[src/rtl/rmq_pkg.sv]
// Shared types and constants for the range maximum block.
package rmq_pkg;

  localparam int IDX_W = 11;
  localparam int VAL_W = 16;
  localparam int OUT_W = 16;

  localparam logic OP_UPDATE = 1'b0;
  localparam logic OP_QUERY  = 1'b1;

  typedef enum logic [2:0] {
    ST_CLEAR,
    ST_IDLE,
    ST_SCAN,
    ST_FLUSH,
    ST_DONE
  } state_t;

  typedef struct packed {
    logic clr_wr;
    logic upd_wr;
    logic capture;
    logic scan_rd;
    logic out_load;
  } cmd_t;

  typedef struct packed {
    logic clr_end;
    logic upd_ok;
    logic range_empty;
    logic scan_end;
    logic out_busy;
  } stat_t;

endpackage

[src/rtl/rmq_ctrl.sv]
// Controller state machine: clearing pass, update, query scan and result hand-off.
module rmq_ctrl (
  input  logic           clk,
  input  logic           rst,
  input  logic           in_valid,
  input  logic           operation,
  input  rmq_pkg::stat_t stat,
  output logic           in_ready,
  output rmq_pkg::cmd_t  cmd
);
  import rmq_pkg::*;

  state_t state;
  state_t state_next;

  always_ff @(posedge clk) begin
    if (rst) begin
      state <= ST_CLEAR;
    end else begin
      state <= state_next;
    end
  end

  always_comb begin
    state_next = state;
    case (state)
      ST_CLEAR: begin
        if (stat.clr_end) state_next = ST_IDLE;
      end
      ST_IDLE: begin
        if (in_valid && operation == OP_QUERY) begin
          state_next = stat.range_empty ? ST_DONE : ST_SCAN;
        end
      end
      ST_SCAN: begin
        if (stat.scan_end) state_next = ST_FLUSH;
      end
      ST_FLUSH: begin
        state_next = ST_DONE;
      end
      ST_DONE: begin
        if (!stat.out_busy) state_next = ST_IDLE;
      end
      default: begin
        state_next = ST_CLEAR;
      end
    endcase
  end

  always_comb begin
    in_ready = 1'b0;
    cmd      = '0;
    case (state)
      ST_CLEAR: begin
        cmd.clr_wr = 1'b1;
      end
      ST_IDLE: begin
        in_ready    = 1'b1;
        cmd.upd_wr  = in_valid && operation == OP_UPDATE && stat.upd_ok;
        cmd.capture = in_valid && operation == OP_QUERY;
      end
      ST_SCAN: begin
        cmd.scan_rd = 1'b1;
      end
      ST_DONE: begin
        cmd.out_load = !stat.out_busy;
      end
      default: begin
        cmd = '0;
      end
    endcase
  end

endmodule

[config.mk]
export PLATFORM = sky130hd
export DESIGN_NAME = rmq_ctrl
export DESIGN_NICKNAME = d
export VERILOG_FILES = /design/src/rtl/rmq_pkg.sv /design/src/rtl/rmq_ctrl.sv
export SDC_FILE = /design/constraint.sdc
export NUM_CORES = 1
export LEC_CHECK = 0
export ABC_AREA = 1
export ABC_CLOCK_PERIOD_IN_PS = 1600
export BUFFER_PORTS_ARGS = -buffer_cell sky130_fd_sc_hd__buf_2
export CAP_MARGIN = 10
export CORE_AREA = 2 2 39 41
export CTS_BUF_LIST = sky130_fd_sc_hd__clkbuf_16
export DETAILED_ROUTE_END_ITERATION = 16
export DIE_AREA = 0 0 41 43
export HOLD_SLACK_MARGIN = 0.02
export SYNTH_ARGS = -nofsm -noshare
export SYNTH_HDL_FRONTEND = slang
export SYNTH_SLANG_ARGS = --single-unit
[constraint.sdc]
create_clock -name clk -period 1.6 [get_ports clk]
set_clock_uncertainty 0.1 [all_clocks]
set_input_delay 0.4 -clock clk [delete_from_list [all_inputs] [get_ports clk]]
set_output_delay 0.4 -clock clk [all_outputs]
set_load 0.02 [all_outputs]
==> summary.md <==
| Metric | Value |
|---|---|
| Crit path setup slack, layout | -0.0720 ns |
| Highest achievable clock rate | 598 MHz |
| Antenna Cells | 0 |
| WL final | 721 um |
| Core area | 1380 um^2 |
| Number of placed instances with taps included | 77 |
| Area Overhead vs Synth | 95.7% |
| Type of the most critical hold path | primary input to flip-flop |
| Overall die height | 43 um |
| Clock H-tree levels | 1 |
| Crit Path Max Fanout | 3 |
| Crit path buffers/inverters | 2 |
| Number of buffers created by CTS | 3 |
| Total DRC errors in the routed layout | 0 |
| Top reg by flops | state |
| Number of distinct library cells after synthesis | 14 |
| Final number of setup-violating endpoints | 1 |
| Post-synthesis net count | 53 |
| Final Max Slew Viols | 0 |
| Fraction of the yosys area taken by sequential cells | 0.230 |
| Crit end category | output port |
| EDFF count, synth | 0 |
| Count of placed standard cells in the final layout, fillers left out | 84 |
| WP data required | 1.10 ns |
| Avg WL per Cell | 8.58 um |
| Post-layout net count | 78 |
| Post-Syn Area per Cell | 5.94 um^2 |
| Number of antenna violations at the first check in global routing | 0 |
| Summed instance area of the synthesized netlist | 262 um^2 |
| GRT Overall Usage | 0.111 |
| Synth async-reset ratio | 0 |
| Sequence of cells on the critical path | inv_2 > nor2_4 > nand2_2 > nor4b_2 > buf_2 |
| Die area | 1760 um^2 |
| Cell with the largest stage delay on the worst path | sky130_fd_sc_hd__dfxtp_2 |
| Fraction of synthesized cell area taken by the top area cell type | 0.230 |
| Dominant cells by area after synthesis | sky130_fd_sc_hd__dfxtp_1, sky130_fd_sc_hd__nor2_1, sky130_fd_sc_hd__inv_1 |
| Violated checks | setup timing |
| Vias in the first global route | 332 |
| Pin count of the biggest net entering global routing | 7 |
| CTS Buffer Depth | 2 |
| Remaining max-slew budget at the tightest pin | 0.859 |
| Fillers | 159 |
| IO Port Bufs | 14 |
| Worst setup path category | flip-flop to output port |
| Most instantiated library cell after synthesis | sky130_fd_sc_hd__nor2_1 |
| Total vias in the final route | 341 |
| First-pass iteration count of the detailed router | 2 |
| Clock Latency Late Sink | 0.22 ns |
| Number of maximum-capacitance constraint violations | 0 |
| Clock-pin slew on the worst setup and hold paths | 0.03 ns |
| Iteration-0 DRC Markers | 4 |
| Die boundary width | 41 um |
| First-pass GRT wire length | 1260 um |
| Total negative slack | -0.0720 ns |
| Fin. Hold Viols | 0 |
| Pwr per Cell Area | 2340 nW/um^2 |
| Crit path time final | 1.67 ns |
| Number of warnings issued by yosys | 0 |
| Data arrival at the endpoint of the critical path | 1.17 ns |
| Final period util | 1.04 |
| Leading cell types by count after synthesis | sky130_fd_sc_hd__nor2_1, sky130_fd_sc_hd__inv_1, sky130_fd_sc_hd__nand2_1 |
| Final weighted congestion in routability-driven placement | 0.675 |
| Slowest cell delay on critical path | 0.33 ns |
| Number of synthesized register bits | 3 |
| Number of placement rows | 14 |
| Effective utilization at floorplan | 0.189 |
| Run status | finished, violations left |
| Delay-heaviest family, CP | simple AND/OR/NAND/NOR gates |
| Max reg flops | 3 |
| Average vias per placed instance | 4.06 |
| Clock tree from TritonCTS | done |
| Syn Inst Count | 44 |
| Total I/O pin count | 15 |
| Leakage power total | 0.000278 uW |
| Peak supply drop | 0.000654 V |
| Largest registers | state x3 |
| Synth Flop Type | sky130_fd_sc_hd__dfxtp_1 |
| Half-perimeter wire length of the detailed placement result | 552 um |
| Total clock sinks | 3 |
| Proportion of layout cells with a drive suffix above 1 | 0.574 |
| Root Driver | sky130_fd_sc_hd__clkbuf_16 |
| Post-synthesis cell type with the largest combined area | sky130_fd_sc_hd__dfxtp_1 |
| Kind of start point of the critical path | flip-flop |
| Number of nets still failing antenna checks after routing | 0 |
| Total grt overflow | 0 |
| RSZ-0062 raised after global routing | true |
| Slew @ Worst Pin | 0.211 ns |
path summary, 6_finish.rpt:
path,start,end,slack (ns),cells past startpoint
min,rst,state[0]$_SDFFE_PP0P_,0.33,4
max reg2reg,state[2]$_SDFFE_PP0P_,state[1]$_SDFFE_PP0P_,0.26,9
min reg2reg,state[2]$_SDFFE_PP0P_,state[2]$_SDFFE_PP0P_,0.44,2
max,state[0]$_SDFFE_PP0P_,cmd[3],-0.07,5
where the power goes:
group	switching (uW)	total (uW)	leakage, uW	internal, uW
clock	72.2	395	0.0000423	323
combinational	347	636	0.000210	289
sequential	51.0	167	0.0000258	116
total	470	1200	0.000278	728
timing repair:
| action | CTS | global route |
|---|---|---|
| setup endpoints to repair | 4 | 4 |
| hold buffers | 0 | 0 |
| pin swaps | 4 | 1 |
| gates resized for setup | 12 | 2 |
| endpoints found under the hold margin | 0 | 0 |
| buffers inserted | 2 | 1 |
layout by cell type, fill, tap and decap left out, drive strengths merged:
cell type,instances
nand2,10
buf,20
o21ai,1
inv,9
clkbuf,3
dfxtp,3
nor4b,1
nor2,15
nand3,3
nor3,2
nand3b,1
worst reg2reg max path, delay by kind of cell (launching register included):
kind	cells	cell delay, ns
simple gates	7	0.49
flops	1	0.39
buf+inv	2	0.24
stage by stage:
| step | area, um^2 | util | setup WS, ns | power, uW | hold WS, ns |
|---|---|---|---|---|---|
| after floorplan | 262 | - | 0.00394 | 502 | 0.412 |
| after global placement | 374 | 0.270 | 0.141 | 659 | 0.442 |
| after detailed placement | 374 | 0.270 | 0.0787 | 668 | 0.462 |
| after CTS | 498 | 0.360 | -0.0892 | 1180 | 0.334 |
| after global routing | 512 | 0.370 | -0.146 | 1290 | 0.350 |
| final | 512 | 0.370 | -0.0720 | 1200 | 0.332 |
layout make-up:
| type | instances | area, um^2 | area share |
|---|---|---|---|
| sequential | 3 | 63.8 | 0.125 |
| timing repair buffer | 20 | 130 | 0.254 |
| inverter | 8 | 30.0 | 0.0587 |
| clock buffer | 3 | 75.1 | 0.147 |
| clock inverter | 1 | 3.75 | 0.00733 |
| multi-input combinational | 33 | 189 | 0.369 |
| tap | 16 | 20.0 | 0.0391 |
kinds of logic after synthesis:
group | Yosys count | synth area share
AOI/OAI and AO/OA | 1 | 0.0191
DFF | 3 | 0.230
buffers and inverters | 8 | 0.115
and+or+nand+nor | 32 | 0.636
layer usage:
layer,part of all wire,track usage
met5,0,0
met4,0.024,0.100
met3,0.062,0.0471
met2,0.55,0.166
met1,0.37,0.109
(Power assumes the default switching activity.)
